**config.mk**
```make
export PLATFORM = sky130hd
export DESIGN_NAME = paged_block_table_allocator_core_flat
export DESIGN_NICKNAME = d
export VERILOG_FILES = /design/src/hw/rtl/pbta_pkg.sv /design/src/hw/rtl/pbta_if.sv /design/src/hw/rtl/pbta_ram.sv /design/src/hw/rtl/paged_block_table_allocator_core.sv /design/src/flat_wrapper.sv
export SDC_FILE = /design/constraint.sdc
export NUM_CORES = 1
export LEC_CHECK = 0
export BUFFER_PORTS_ARGS = -buffer_cell sky130_fd_sc_hd__buf_2
export CAP_MARGIN = 20
export CORE_ASPECT_RATIO = 1.1
export CORE_MARGIN = 2
export CORE_UTILIZATION = 27
export CTS_CLUSTER_DIAMETER = 120
export DETAILED_ROUTE_END_ITERATION = 6
export PLACE_DENSITY = 0.44
export SYNTH_ARGS = -nofsm -noshare
export SYNTH_HDL_FRONTEND = slang
export SYNTH_SLANG_ARGS = --single-unit
```
**constraint.sdc**
```tcl
create_clock -name clk -period 5.1 [get_ports clk]
set_input_delay 1.53 -clock clk [delete_from_list [all_inputs] [get_ports clk]]
set_output_delay 1.53 -clock clk [all_outputs]
set_load 0.03 [all_outputs]
```
**src/hw/rtl/pbta_pkg.sv**
```systemverilog
// ----------------------------------------------------------------------------
// pbta_pkg
// Shared widths, codes and defaults for the paged block table allocator.
// ----------------------------------------------------------------------------
package pbta_pkg;

	// default pool size
	localparam int NUM_BLOCKS_DEF = 64;

	// field widths
	localparam int OP_W   = 2;
	localparam int IDX_W  = 14;
	localparam int ST_W   = 2;
	localparam int PB_W   = 6;
	localparam int OFF_W  = 8;
	localparam int ROW_W  = 14;
	localparam int LEN_W  = 15;
	localparam int FB_W   = 7;
	localparam int LG_W   = 4;

	// block size limits
	localparam logic [LG_W-1:0]  LG_RESET = 4'd4;
	localparam logic [LG_W-1:0]  MAX_LOG2 = 4'd8;
	localparam logic [LEN_W-1:0] MAX_LEN  = 15'd16384;

	// operation codes
	localparam logic [OP_W-1:0] OP_APPEND = 2'd0;
	localparam logic [OP_W-1:0] OP_LOOKUP = 2'd1;
	localparam logic [OP_W-1:0] OP_CLEAR  = 2'd2;

	// status codes
	localparam logic [ST_W-1:0] STAT_OK        = 2'd0;
	localparam logic [ST_W-1:0] STAT_NO_BLOCKS = 2'd1;
	localparam logic [ST_W-1:0] STAT_RANGE     = 2'd2;

endpackage

```
**src/hw/rtl/pbta_if.sv**
```systemverilog
// ----------------------------------------------------------------------------
// pbta request / response channels
// Valid/ready channels carrying one request word and one response word.
// ----------------------------------------------------------------------------
interface pbta_req_if;
	logic                        valid;
	logic                        ready;
	logic [pbta_pkg::OP_W-1:0]   op;
	logic [pbta_pkg::IDX_W-1:0]  token_index;

	modport source (output valid, output op, output token_index, input ready);
	modport sink (input valid, input op, input token_index, output ready);
endinterface

interface pbta_rsp_if;
	logic                        valid;
	logic                        ready;
	logic [pbta_pkg::ST_W-1:0]   status;
	logic [pbta_pkg::PB_W-1:0]   physical_block;
	logic [pbta_pkg::OFF_W-1:0]  offset;
	logic [pbta_pkg::ROW_W-1:0]  row;
	logic [pbta_pkg::LEN_W-1:0]  length;
	logic [pbta_pkg::FB_W-1:0]   free_blocks;

	modport source (output valid, output status, output physical_block, output offset,
		output row, output length, output free_blocks, input ready);
	modport sink (input valid, input status, input physical_block, input offset,
		input row, input length, input free_blocks, output ready);
endinterface

```
**src/hw/rtl/pbta_ram.sv**
```systemverilog
// ----------------------------------------------------------------------------
// pbta_ram
// Generic simple dual-port RAM: one write port, one read port, registered read.
// ----------------------------------------------------------------------------
module pbta_ram #(
	parameter int WIDTH = 8,
	parameter int DEPTH = 64
) (
	input  logic                     clk,
	input  logic                     we,
	input  logic [$clog2(DEPTH)-1:0] waddr,
	input  logic [WIDTH-1:0]         wdata,
	input  logic                     re,
	input  logic [$clog2(DEPTH)-1:0] raddr,
	output logic [WIDTH-1:0]         rdata
);

	logic [WIDTH-1:0] mem_q [DEPTH];

	// write port
	always_ff @(posedge clk) begin
		if (we) begin
			mem_q[waddr] <= wdata;
		end
	end

	// read port, data held until the next read
	always_ff @(posedge clk) begin
		if (re) begin
			rdata <= mem_q[raddr];
		end
	end

endmodule

```
**src/hw/rtl/paged_block_table_allocator_core.sv**
```systemverilog
// ----------------------------------------------------------------------------
// paged_block_table_allocator_core
// Paged token cache manager: LIFO free list of physical blocks and a logical
// block table, both held in synchronous RAMs.
//
//   channel   dir   handshake          word
//   req       in    valid/ready        op, token_index
//   rsp       out   valid/ready        status, physical_block, offset, row,
//                                      length, free_blocks
//   cfg       in    cfg_wr_en          cfg_wr_data (block_size_log2)
//
// Append and lookup, when no block is popped, go through one block table
// read, then the result register.
// An append that pops adds a table read after the pops; a block that came
// back through clear also needs a free-list RAM read for the next head.
// Clear does a table read and a free-list push per block, overlapped.
// Reset needs no clearing pass: never-used blocks are tracked by a high-water
// mark instead of initializing the free-list RAM.
// A new request is taken while the previous result waits in the rsp register.
// ----------------------------------------------------------------------------
module paged_block_table_allocator_core #(
	parameter int NUM_BLOCKS = pbta_pkg::NUM_BLOCKS_DEF
) (
	input  logic                        clk,
	input  logic                        arst_n,
	input  logic                        cfg_wr_en,
	input  logic [pbta_pkg::LG_W-1:0]   cfg_wr_data,
	pbta_req_if.sink                    req,
	pbta_rsp_if.source                  rsp
);

	localparam int BW = $clog2(NUM_BLOCKS);
	localparam int PW = $clog2(NUM_BLOCKS + 1);
	localparam int LEN_W = pbta_pkg::LEN_W;
	localparam logic [PW-1:0] END_MARK = PW'(NUM_BLOCKS);

	typedef enum logic [4:0] {
		S_IDLE = 5'b00001,
		S_POP  = 5'b00010,
		S_POPW = 5'b00100,
		S_RESP = 5'b01000,
		S_CLR  = 5'b10000
	} state_t;

	state_t                      state_q;
	logic [pbta_pkg::LG_W-1:0]   lg_q;
	logic [LEN_W-1:0]            len_q;
	logic [PW-1:0]               tcount_q;
	logic [PW-1:0]               free_q;
	logic [PW-1:0]               head_q;
	logic [PW-1:0]               fresh_q;
	logic [PW-1:0]               clr_idx_q;
	logic                        clr_pend_s1;
	logic                        rsp_valid_q;

	// per-item payload
	logic [LEN_W-1:0]            logical_q;
	logic [pbta_pkg::OFF_W-1:0]  off_q;
	logic [pbta_pkg::ST_W-1:0]   status_q;
	logic                        hit_q;
	logic                        adv_q;

	// response register payload
	logic [pbta_pkg::ST_W-1:0]   rsp_status_q;
	logic [pbta_pkg::PB_W-1:0]   rsp_pb_q;
	logic [pbta_pkg::OFF_W-1:0]  rsp_off_q;
	logic [pbta_pkg::ROW_W-1:0]  rsp_row_q;
	logic [LEN_W-1:0]            rsp_len_q;
	logic [pbta_pkg::FB_W-1:0]   rsp_free_q;

	// ram ports
	logic          bt_we, bt_re;
	logic [BW-1:0] bt_waddr, bt_raddr, bt_wdata, bt_rdata;
	logic          fn_we, fn_re;
	logic [BW-1:0] fn_waddr, fn_raddr;
	logic [PW-1:0] fn_wdata, fn_rdata;

	logic [pbta_pkg::LG_W-1:0]   lg_eff;
	logic                        accept;
	logic [LEN_W-1:0]            req_base;
	logic [LEN_W-1:0]            req_logical;
	logic [pbta_pkg::OFF_W-1:0]  req_off;
	logic                        pop_need, pop_fail, pop_go, pop_fresh;
	logic                        clr_rd, clr_done, out_free;
	logic [BW-1:0]               res_pb;
	logic [pbta_pkg::ROW_W-1:0]  res_row;

	// effective block size
	assign lg_eff = (lg_q > pbta_pkg::MAX_LOG2) ? pbta_pkg::MAX_LOG2 : lg_q;

	// request decode
	assign req.ready = (state_q == S_IDLE);
	assign accept    = req.valid && req.ready;
	assign req_base  = (req.op == pbta_pkg::OP_APPEND) ? len_q : LEN_W'(req.token_index);
	assign req_logical = req_base >> lg_eff;
	assign req_off = pbta_pkg::OFF_W'(req_base & ((LEN_W'(1) << lg_eff) - LEN_W'(1)));

	// pop loop conditions
	assign pop_need  = LEN_W'(tcount_q) <= logical_q;
	assign pop_fail  = pop_need && (tcount_q == END_MARK || head_q == END_MARK);
	assign pop_go    = (state_q == S_POP) && pop_need && !pop_fail;
	assign pop_fresh = (head_q == fresh_q);

	// clear walk
	assign clr_rd   = (state_q == S_CLR) && (clr_idx_q != tcount_q);
	assign clr_done = (state_q == S_CLR) && !clr_rd && !clr_pend_s1;

	assign out_free = !rsp_valid_q || rsp.ready;

	// block table port control
	always_comb begin
		bt_we    = pop_go;
		bt_waddr = BW'(tcount_q);
		bt_wdata = BW'(head_q);
		bt_re    = 1'b0;
		bt_raddr = BW'(clr_idx_q);
		if (accept) begin
			bt_re    = 1'b1;
			bt_raddr = BW'(req_logical);
		end else if (state_q == S_POP && !pop_need) begin
			bt_re    = 1'b1;
			bt_raddr = BW'(logical_q);
		end else if (clr_rd) begin
			bt_re    = 1'b1;
		end
	end

	// free list port control: pop reads the next head, clear pushes
	always_comb begin
		fn_re    = pop_go && !pop_fresh;
		fn_raddr = BW'(head_q);
		fn_we    = (state_q == S_CLR) && clr_pend_s1;
		fn_waddr = bt_rdata;
		fn_wdata = head_q;
	end

	// result fields
	assign res_pb  = hit_q ? bt_rdata : '0;
	assign res_row = hit_q ? pbta_pkg::ROW_W'((pbta_pkg::ROW_W'(bt_rdata) << lg_eff)
		+ pbta_pkg::ROW_W'(off_q)) : '0;

	pbta_ram #(.WIDTH(BW), .DEPTH(NUM_BLOCKS)) u_block_table (
		.clk   (clk),
		.we    (bt_we),
		.waddr (bt_waddr),
		.wdata (bt_wdata),
		.re    (bt_re),
		.raddr (bt_raddr),
		.rdata (bt_rdata)
	);

	pbta_ram #(.WIDTH(PW), .DEPTH(NUM_BLOCKS)) u_free_next (
		.clk   (clk),
		.we    (fn_we),
		.waddr (fn_waddr),
		.wdata (fn_wdata),
		.re    (fn_re),
		.raddr (fn_raddr),
		.rdata (fn_rdata)
	);

	// control state
	always_ff @(posedge clk or negedge arst_n) begin
		if (!arst_n) begin
			state_q     <= S_IDLE;
			lg_q        <= pbta_pkg::LG_RESET;
			len_q       <= '0;
			tcount_q    <= '0;
			free_q      <= END_MARK;
			head_q      <= '0;
			fresh_q     <= '0;
			clr_idx_q   <= '0;
			clr_pend_s1 <= 1'b0;
			rsp_valid_q <= 1'b0;
		end else begin
			if (cfg_wr_en) begin
				lg_q <= cfg_wr_data;
			end
			// response valid: set when the word is loaded, cleared when taken
			if (state_q == S_RESP && out_free) begin
				rsp_valid_q <= 1'b1;
			end else if (rsp.ready) begin
				rsp_valid_q <= 1'b0;
			end
			case (state_q)
				S_IDLE: begin
					if (accept) begin
						case (req.op)
							pbta_pkg::OP_APPEND: begin
								if (!len_q[LEN_W-1] && LEN_W'(tcount_q) <= req_logical) begin
									state_q <= S_POP;
								end else begin
									state_q <= S_RESP;
								end
							end
							pbta_pkg::OP_CLEAR: begin
								clr_idx_q   <= '0;
								clr_pend_s1 <= 1'b0;
								state_q     <= S_CLR;
							end
							default: state_q <= S_RESP;
						endcase
					end
				end
				S_POP: begin
					if (!pop_need || pop_fail) begin
						state_q <= S_RESP;
					end else begin
						tcount_q <= tcount_q + PW'(1);
						free_q   <= free_q - PW'(1);
						if (pop_fresh) begin
							// first use of this block: its successor is the next one
							head_q  <= head_q + PW'(1);
							fresh_q <= fresh_q + PW'(1);
						end else begin
							state_q <= S_POPW;
						end
					end
				end
				S_POPW: begin
					head_q  <= fn_rdata;
					state_q <= S_POP;
				end
				S_CLR: begin
					if (clr_rd) begin
						clr_idx_q <= clr_idx_q + PW'(1);
					end
					clr_pend_s1 <= clr_rd;
					if (clr_pend_s1) begin
						head_q <= PW'(bt_rdata);
						free_q <= free_q + PW'(1);
					end
					if (clr_done) begin
						tcount_q <= '0;
						len_q    <= '0;
						state_q  <= S_RESP;
					end
				end
				S_RESP: begin
					if (out_free) begin
						if (adv_q) begin
							len_q <= len_q + LEN_W'(1);
						end
						state_q <= S_IDLE;
					end
				end
				default: state_q <= S_IDLE;
			endcase
		end
	end

	// item payload and response word
	always_ff @(posedge clk) begin
		if (accept) begin
			logical_q <= req_logical;
			off_q     <= req_off;
			case (req.op)
				pbta_pkg::OP_APPEND: begin
					status_q <= len_q[LEN_W-1] ? pbta_pkg::STAT_NO_BLOCKS : pbta_pkg::STAT_OK;
					hit_q    <= !len_q[LEN_W-1];
					adv_q    <= !len_q[LEN_W-1];
				end
				pbta_pkg::OP_LOOKUP: begin
					if (LEN_W'(req.token_index) >= len_q || req_logical >= LEN_W'(tcount_q)) begin
						status_q <= pbta_pkg::STAT_RANGE;
						hit_q    <= 1'b0;
					end else begin
						status_q <= pbta_pkg::STAT_OK;
						hit_q    <= 1'b1;
					end
					adv_q <= 1'b0;
				end
				default: begin
					status_q <= pbta_pkg::STAT_OK;
					hit_q    <= 1'b0;
					adv_q    <= 1'b0;
				end
			endcase
		end else if (state_q == S_POP && pop_fail) begin
			status_q <= pbta_pkg::STAT_NO_BLOCKS;
			hit_q    <= 1'b0;
			adv_q    <= 1'b0;
		end
		if (state_q == S_RESP && out_free) begin
			rsp_status_q <= status_q;
			rsp_pb_q     <= pbta_pkg::PB_W'(res_pb);
			rsp_off_q    <= hit_q ? off_q : '0;
			rsp_row_q    <= res_row;
			rsp_len_q    <= adv_q ? len_q + LEN_W'(1) : len_q;
			rsp_free_q   <= pbta_pkg::FB_W'(free_q);
		end
	end

	// response channel
	assign rsp.valid          = rsp_valid_q;
	assign rsp.status         = rsp_status_q;
	assign rsp.physical_block = rsp_pb_q;
	assign rsp.offset         = rsp_off_q;
	assign rsp.row            = rsp_row_q;
	assign rsp.length         = rsp_len_q;
	assign rsp.free_blocks    = rsp_free_q;

	// every block is either on the free list or in the table, outside a clear walk
	assert property (@(posedge clk) disable iff (!arst_n)
		(state_q == S_CLR)
		|| ((PW+1)'(free_q) + (PW+1)'(tcount_q) == (PW+1)'(NUM_BLOCKS)))
		else $error("block count lost");

	// empty list and end-of-list head agree once the head is reloaded
	assert property (@(posedge clk) disable iff (!arst_n)
		(state_q == S_POPW) || ((free_q == '0) == (head_q == END_MARK)))
		else $error("free count and head disagree");

	// head is a recycled block or the next never-used one
	assert property (@(posedge clk) disable iff (!arst_n)
		head_q <= fresh_q)
		else $error("head beyond high-water mark");

	// length stays within the pool row range
	assert property (@(posedge clk) disable iff (!arst_n)
		len_q <= pbta_pkg::MAX_LEN)
		else $error("length overflow");

endmodule
```
**src/flat_wrapper.sv**
```systemverilog
// flat-port wrapper written by rule: the top's interface ports become plain ports
module paged_block_table_allocator_core_flat 
#(
	parameter int NUM_BLOCKS = pbta_pkg::NUM_BLOCKS_DEF
)
  (clk, arst_n, cfg_wr_en, cfg_wr_data, req_valid, req_op, req_token_index, req_ready, rsp_valid, rsp_status, rsp_physical_block, rsp_offset, rsp_row, rsp_length, rsp_free_blocks, rsp_ready);
  pbta_req_if req_i ();
  pbta_rsp_if rsp_i ();
  input  logic clk;
  input  logic arst_n;
  input  logic cfg_wr_en;
  input  logic [pbta_pkg::LG_W-1:0] cfg_wr_data;
  input wire logic [$bits(req_i.valid)-1:0] req_valid;
  input wire logic [$bits(req_i.op)-1:0] req_op;
  input wire logic [$bits(req_i.token_index)-1:0] req_token_index;
  output wire logic [$bits(req_i.ready)-1:0] req_ready;
  output wire logic [$bits(rsp_i.valid)-1:0] rsp_valid;
  output wire logic [$bits(rsp_i.status)-1:0] rsp_status;
  output wire logic [$bits(rsp_i.physical_block)-1:0] rsp_physical_block;
  output wire logic [$bits(rsp_i.offset)-1:0] rsp_offset;
  output wire logic [$bits(rsp_i.row)-1:0] rsp_row;
  output wire logic [$bits(rsp_i.length)-1:0] rsp_length;
  output wire logic [$bits(rsp_i.free_blocks)-1:0] rsp_free_blocks;
  input wire logic [$bits(rsp_i.ready)-1:0] rsp_ready;
  assign req_i.valid = req_valid;
  assign req_i.op = req_op;
  assign req_i.token_index = req_token_index;
  assign req_ready = req_i.ready;
  assign rsp_valid = rsp_i.valid;
  assign rsp_status = rsp_i.status;
  assign rsp_physical_block = rsp_i.physical_block;
  assign rsp_offset = rsp_i.offset;
  assign rsp_row = rsp_i.row;
  assign rsp_length = rsp_i.length;
  assign rsp_free_blocks = rsp_i.free_blocks;
  assign rsp_i.ready = rsp_ready;
  paged_block_table_allocator_core #(.NUM_BLOCKS(NUM_BLOCKS)) u_core (.clk(clk), .arst_n(arst_n), .cfg_wr_en(cfg_wr_en), .cfg_wr_data(cfg_wr_data), .req(req_i), .rsp(rsp_i));
endmodule
```
==> run_results.csv <==
group,metric,value,unit
outcome,outcome,"finished, final reports clean",
critical_path,worst_ep_required_time,5540,ps
global_routing,grt.overflow.total,0,
sta,finalHoldViolations,0,
global_routing,first_global_vias,24800,
layout,filler_cell_count,15300,
critical_path,critPathKind,"in -> reg",
logic_synthesis,sequential_to_total_area_share_from_yosys_stat,0.695,
logic_synthesis,post_synth_instance_area,42200,um^2
clocking,cts_buffer_depth,3,
logic_synthesis,synth_async_sr_flop_share,0.0619,
critical_path,critPathMostFrequentCell,"sky130_fd_sc_hd__buf_4",
placement,io_buffers,78,
critical_path,cp_num_buf_inv,7,
logic_synthesis,synthesis.instances,2658,
placement,post-dp-hpwl,72700,um
power_and_ir_drop,irDropWorstVdd,0.238,mV
power_and_ir_drop,cellLeakagePower,14.1,nW
global_routing,number_of_antenna_violations_at_the_first_check_in_global_routing,1,
critical_path,path_delay_family,"compound AO/OA/AOI/OAI gates",
floorplanning,floorplan.io_pins,79,
placement,dpl.cell_count,4823,
logic_synthesis,netlist-cell-type-count,90,
clocking,clock_buffers_created_by_tritoncts,103,
sta,final.setup_skew,21.0,ps
sta,finalSetupViolCount,0,
global_routing,grt_first_pass_wirelength,166000,um
logic_synthesis,fraction_of_synthesized_cell_area_taken_by_the_top_area_cell_type,0.658,
critical_path,timing.critical_path.fanout_max,45,
logic_synthesis,dominantRegCellSynth,"sky130_fd_sc_hd__edfxtp_1",
clocking,cts_sinks,985,
floorplanning,dieArea,159000,um^2
clocking,postCtsSetupRepairBufs,0,
route,initialDrtViolationCount,1951,
floorplanning,fp.dieH,418,um
sta,rsz_0062_raised_after_global_routing,"false",
sta,fin_crit_sh,0.925,
global_routing,grt_util_all_layers,0.139,
layout,stdcell_count,5010,
sta,final_hold_slack,429,ps
route,route.detailed.drc,0,
logic_synthesis,postSynthRegisterBits,985,
critical_path,setup.worst_path.end_class,"flop",
critical_path,ordered_list_of_cells_on_the_worst_path,"buf_2 -> nor2_8 -> buf_4 -> mux2i_1 -> a22oi_1 -> a311oi_2 -> buf_4 -> inv_2 -> o21ai_4 -> buf_4 -> buf_12 -> mux2i_1 -> a221oi_1 -> buf_4 -> a21oi_1 -> a21o_1 -> a2bb2oi_1",
sta,setup_slack,383,ps
logic_synthesis,synth-edff-count,924,
sta,fin_crit,4720,ps
logic_synthesis,postSynthNetCount,2734,
layout,area_delta_synth_final,16.9,%
clocking,clock_insertion_delay_worst_skew,700,ps
clocking,root_buffer,"sky130_fd_sc_hd__clkbuf_16",
logic_synthesis,synth_top_cells_by_area,"sky130_fd_sc_hd__edfxtp_1 (66%), sky130_fd_sc_hd__mux4_2 (8.7%), sky130_fd_sc_hd__dfrtp_1 (3.4%)",
critical_path,timing.critical_path.slowest_cell_delay,370,ps
layout,finish.utilization,0.317,
route,antenna_violating_nets_post_route,0,
layout,post_route_cells_drive_above_1_share,0.204,
logic_synthesis,synth.yosys.warnings,0,
floorplanning,dieWidth,381,um
critical_path,worst_setup_path_start_kind,"primary input",
floorplanning,floorplan.initialDensity,0.271,
placement,gp_congestion,0.857,
clocking,ctsResizeCount,0,
min_path,worstHoldPathType,"reg -> reg",
global_routing,largest_net_degree_at_the_start_of_global_routing,185,
sta,maxSlewHeadroom,0.290,
clocking,clk_pin_slew,60,ps
sta,report.final.slew_viol_count,0,
logic_synthesis,synthesis.area_per_instance,15.9,um^2
min_path,min_path_cells,0,
flow_run,maxCapViolCount,0,
critical_path,reg2reg_depth,13,
clocking,hold_buffers,0,
min_path,holdPathEnd,"u_core.rsp.status[1]$_DFFE_PP_",
route,vias_per_cell,4.80,
critical_path,r2r-start,"u_core.tcount_q[0]$_DFFE_PN0P_",
power_and_ir_drop,p_per_area,336,nW/um^2
sta,worst_slew_pin_slew,1060,ps
route,wire_per_inst,22.5,um
logic_synthesis,synth_area_leader_cell,"sky130_fd_sc_hd__edfxtp_1",
critical_path,arrival,5160,ps
sta,max_freq,212,MHz
critical_path,reg2reg_setup_slack,680,ps
placement,preCtsSetupSlack,-295,ps
critical_path,r2r_end,"u_core.u_block_table.rdata[2]$_DFFE_PP_",
route,first_pass_iters,6,
route,dr_total_vias,24000,
floorplanning,area_of_the_placeable_core,156000,um^2
clocking,cts_tree,"done",
route,wl,113000,um
floorplanning,fp-row-count,152,
critical_path,crit_path_top_delay_cell,"sky130_fd_sc_hd__mux2i_1",
layout,design.final.nets,2927,
min_path,worst_hold_startpoint,"u_core.status_q[1]$_SDFFCE_PN0P_",
clocking,cts-htree-levels,3,
-- where the power goes --
| group | internal [mW] | total [mW] | switching (mW) | leakage, nW |
|---|---|---|---|---|
| Combinational | 0.164 | 0.381 | 0.217 | 6.30 |
| Clock | 4.34 | 7.42 | 3.08 | 1.61 |
| Sequential | 8.73 | 8.74 | 0.00939 | 6.23 |
| Total | 13.2 | 16.5 | 3.31 | 14.1 |
-- layout by cell type (no fill, tap or decap), types with 17 or more instances in the layout --
cell type,Yosys,final
sky130_fd_sc_hd__buf_12,0,20
sky130_fd_sc_hd__a221oi_1,23,23
sky130_fd_sc_hd__dfrtp_1,58,51
sky130_fd_sc_hd__nor2_1,198,198
sky130_fd_sc_hd__o21ai_0,44,43
sky130_fd_sc_hd__and3_1,19,19
sky130_fd_sc_hd__nand2_1,251,251
sky130_fd_sc_hd__buf_4,8,134
sky130_fd_sc_hd__and2_1,29,29
sky130_fd_sc_hd__nand3_1,117,117
sky130_fd_sc_hd__o211ai_1,19,19
sky130_fd_sc_hd__clkbuf_1,79,25
sky130_fd_sc_hd__a32oi_1,20,20
sky130_fd_sc_hd__ha_1,49,49
sky130_fd_sc_hd__mux2i_1,106,106
sky130_fd_sc_hd__buf_2,32,78
sky130_fd_sc_hd__xnor2_1,37,37
sky130_fd_sc_hd__mux4_2,162,162
sky130_fd_sc_hd__edfxtp_1,924,924
sky130_fd_sc_hd__xor2_1,21,21
sky130_fd_sc_hd__a21o_1,17,17
sky130_fd_sc_hd__inv_1,61,61
sky130_fd_sc_hd__a21oi_1,53,53
sky130_fd_sc_hd__clkinv_1,2,23
sky130_fd_sc_hd__nand4_1,17,17
sky130_fd_sc_hd__clkbuf_16,0,108
sky130_fd_sc_hd__nor3_1,20,20
-- logic make-up (layout without fill, tap and decap cells) --
kind of cell,after synthesis,count (layout),share of synthesized area
flops,985,985,0.695
simple gates,738,738,0.0817
compound gates,328,328,0.0571
mux,286,286,0.117
buf+inv,212,484,0.0223
xor+xnor,58,58,0.0121
fa+ha+maj,51,51,0.0155
other cells,0,1,0
-- cell usage after synthesis, types with 17 or more instances --
| library cell | count |
|---|---|
| sky130_fd_sc_hd__edfxtp_1 | 924 |
| sky130_fd_sc_hd__nand2_1 | 251 |
| sky130_fd_sc_hd__nor2_1 | 198 |
| sky130_fd_sc_hd__mux4_2 | 162 |
| sky130_fd_sc_hd__nand3_1 | 117 |
| sky130_fd_sc_hd__mux2i_1 | 106 |
| sky130_fd_sc_hd__clkbuf_1 | 79 |
| sky130_fd_sc_hd__inv_1 | 61 |
| sky130_fd_sc_hd__dfrtp_1 | 58 |
| sky130_fd_sc_hd__a21oi_1 | 53 |
| sky130_fd_sc_hd__ha_1 | 49 |
| sky130_fd_sc_hd__o21ai_0 | 44 |
| sky130_fd_sc_hd__xnor2_1 | 37 |
| sky130_fd_sc_hd__buf_2 | 32 |
| sky130_fd_sc_hd__and2_1 | 29 |
| sky130_fd_sc_hd__a221oi_1 | 23 |
| sky130_fd_sc_hd__xor2_1 | 21 |
| sky130_fd_sc_hd__a32oi_1 | 20 |
| sky130_fd_sc_hd__nor3_1 | 20 |
| sky130_fd_sc_hd__and3_1 | 19 |
| sky130_fd_sc_hd__o211ai_1 | 19 |
| sky130_fd_sc_hd__a21o_1 | 17 |
| sky130_fd_sc_hd__buf_1 | 17 |
| sky130_fd_sc_hd__nand4_1 | 17 |
-- worst max path at each step --
stage                                        start                                      end  slack, ps  depth (start not counted)
floorplan           u_core.fn_wdata[0]$_DFFE_PN0P_    u_core.u_free_next.rdata[6]$_DFFE_PP_        230                          6
global placement                         req_op[1]  u_core.u_block_table.rdata[3]$_DFFE_PP_       -260                         16
detailed placement                       req_op[1]  u_core.u_block_table.rdata[3]$_DFFE_PP_       -290                         16
CTS                                      req_op[1]  u_core.u_block_table.rdata[3]$_DFFE_PP_        470                         16
global route                             req_op[1]  u_core.u_block_table.rdata[2]$_DFFE_PP_        280                         15
finish                                   req_op[1]  u_core.u_block_table.rdata[3]$_DFFE_PP_        380                         17
-- per-layer routing --
metal	vias to the layer above	global-route usage	routed length, um
met4	2	0.0500	3880
met5	-	0	14
met1	12400	0.181	47900
met3	192	0.0245	5460
li1	10800	-	-
met2	677	0.233	55300
-- metrics by stage --
stage / area [um^2] / setup TNS [ps] / total power [mW]
after global placement: 45900 / -1210 / 9.28
after detailed placement: 45900 / -1380 / 9.28
after global routing: 49300 / 0 / 17.1
after CTS: 49200 / 0 / 16.8
after floorplan: 42200 / 0 / 9.14
final: 49300 / 0 / 16.5
-- area by class of cell --
| cell class | count | area, um^2 | area share |
|---|---|---|---|
| timing repair buffer | 234 | 1830 | 0.0372 |
| tap | 2079 | 2600 | 0.0528 |
| clock buffer | 133 | 2800 | 0.0568 |
| clock inverter | 51 | 502 | 0.0102 |
| sequential | 985 | 29300 | 0.595 |
| antenna | 1 | 2.50 | 0.0000508 |
| multi-input combinational | 1461 | 12000 | 0.243 |
| inverter | 66 | 248 | 0.00503 |
-- registers in the layout, summed over array words and instances (netlist names), 8 cells and up --
| register | cells |
|---|---|
| u_core.len_q | 15 |
| u_core.logical_q | 15 |
| u_core.off_q | 8 |
| u_core.rsp.length | 15 |
| u_core.rsp.offset | 8 |
| u_core.rsp.row | 14 |
| u_core.u_block_table.mem_q | 384 |
| u_core.u_free_next.mem_q | 448 |
No activity file was read; power rests on OpenSTA's default activity.
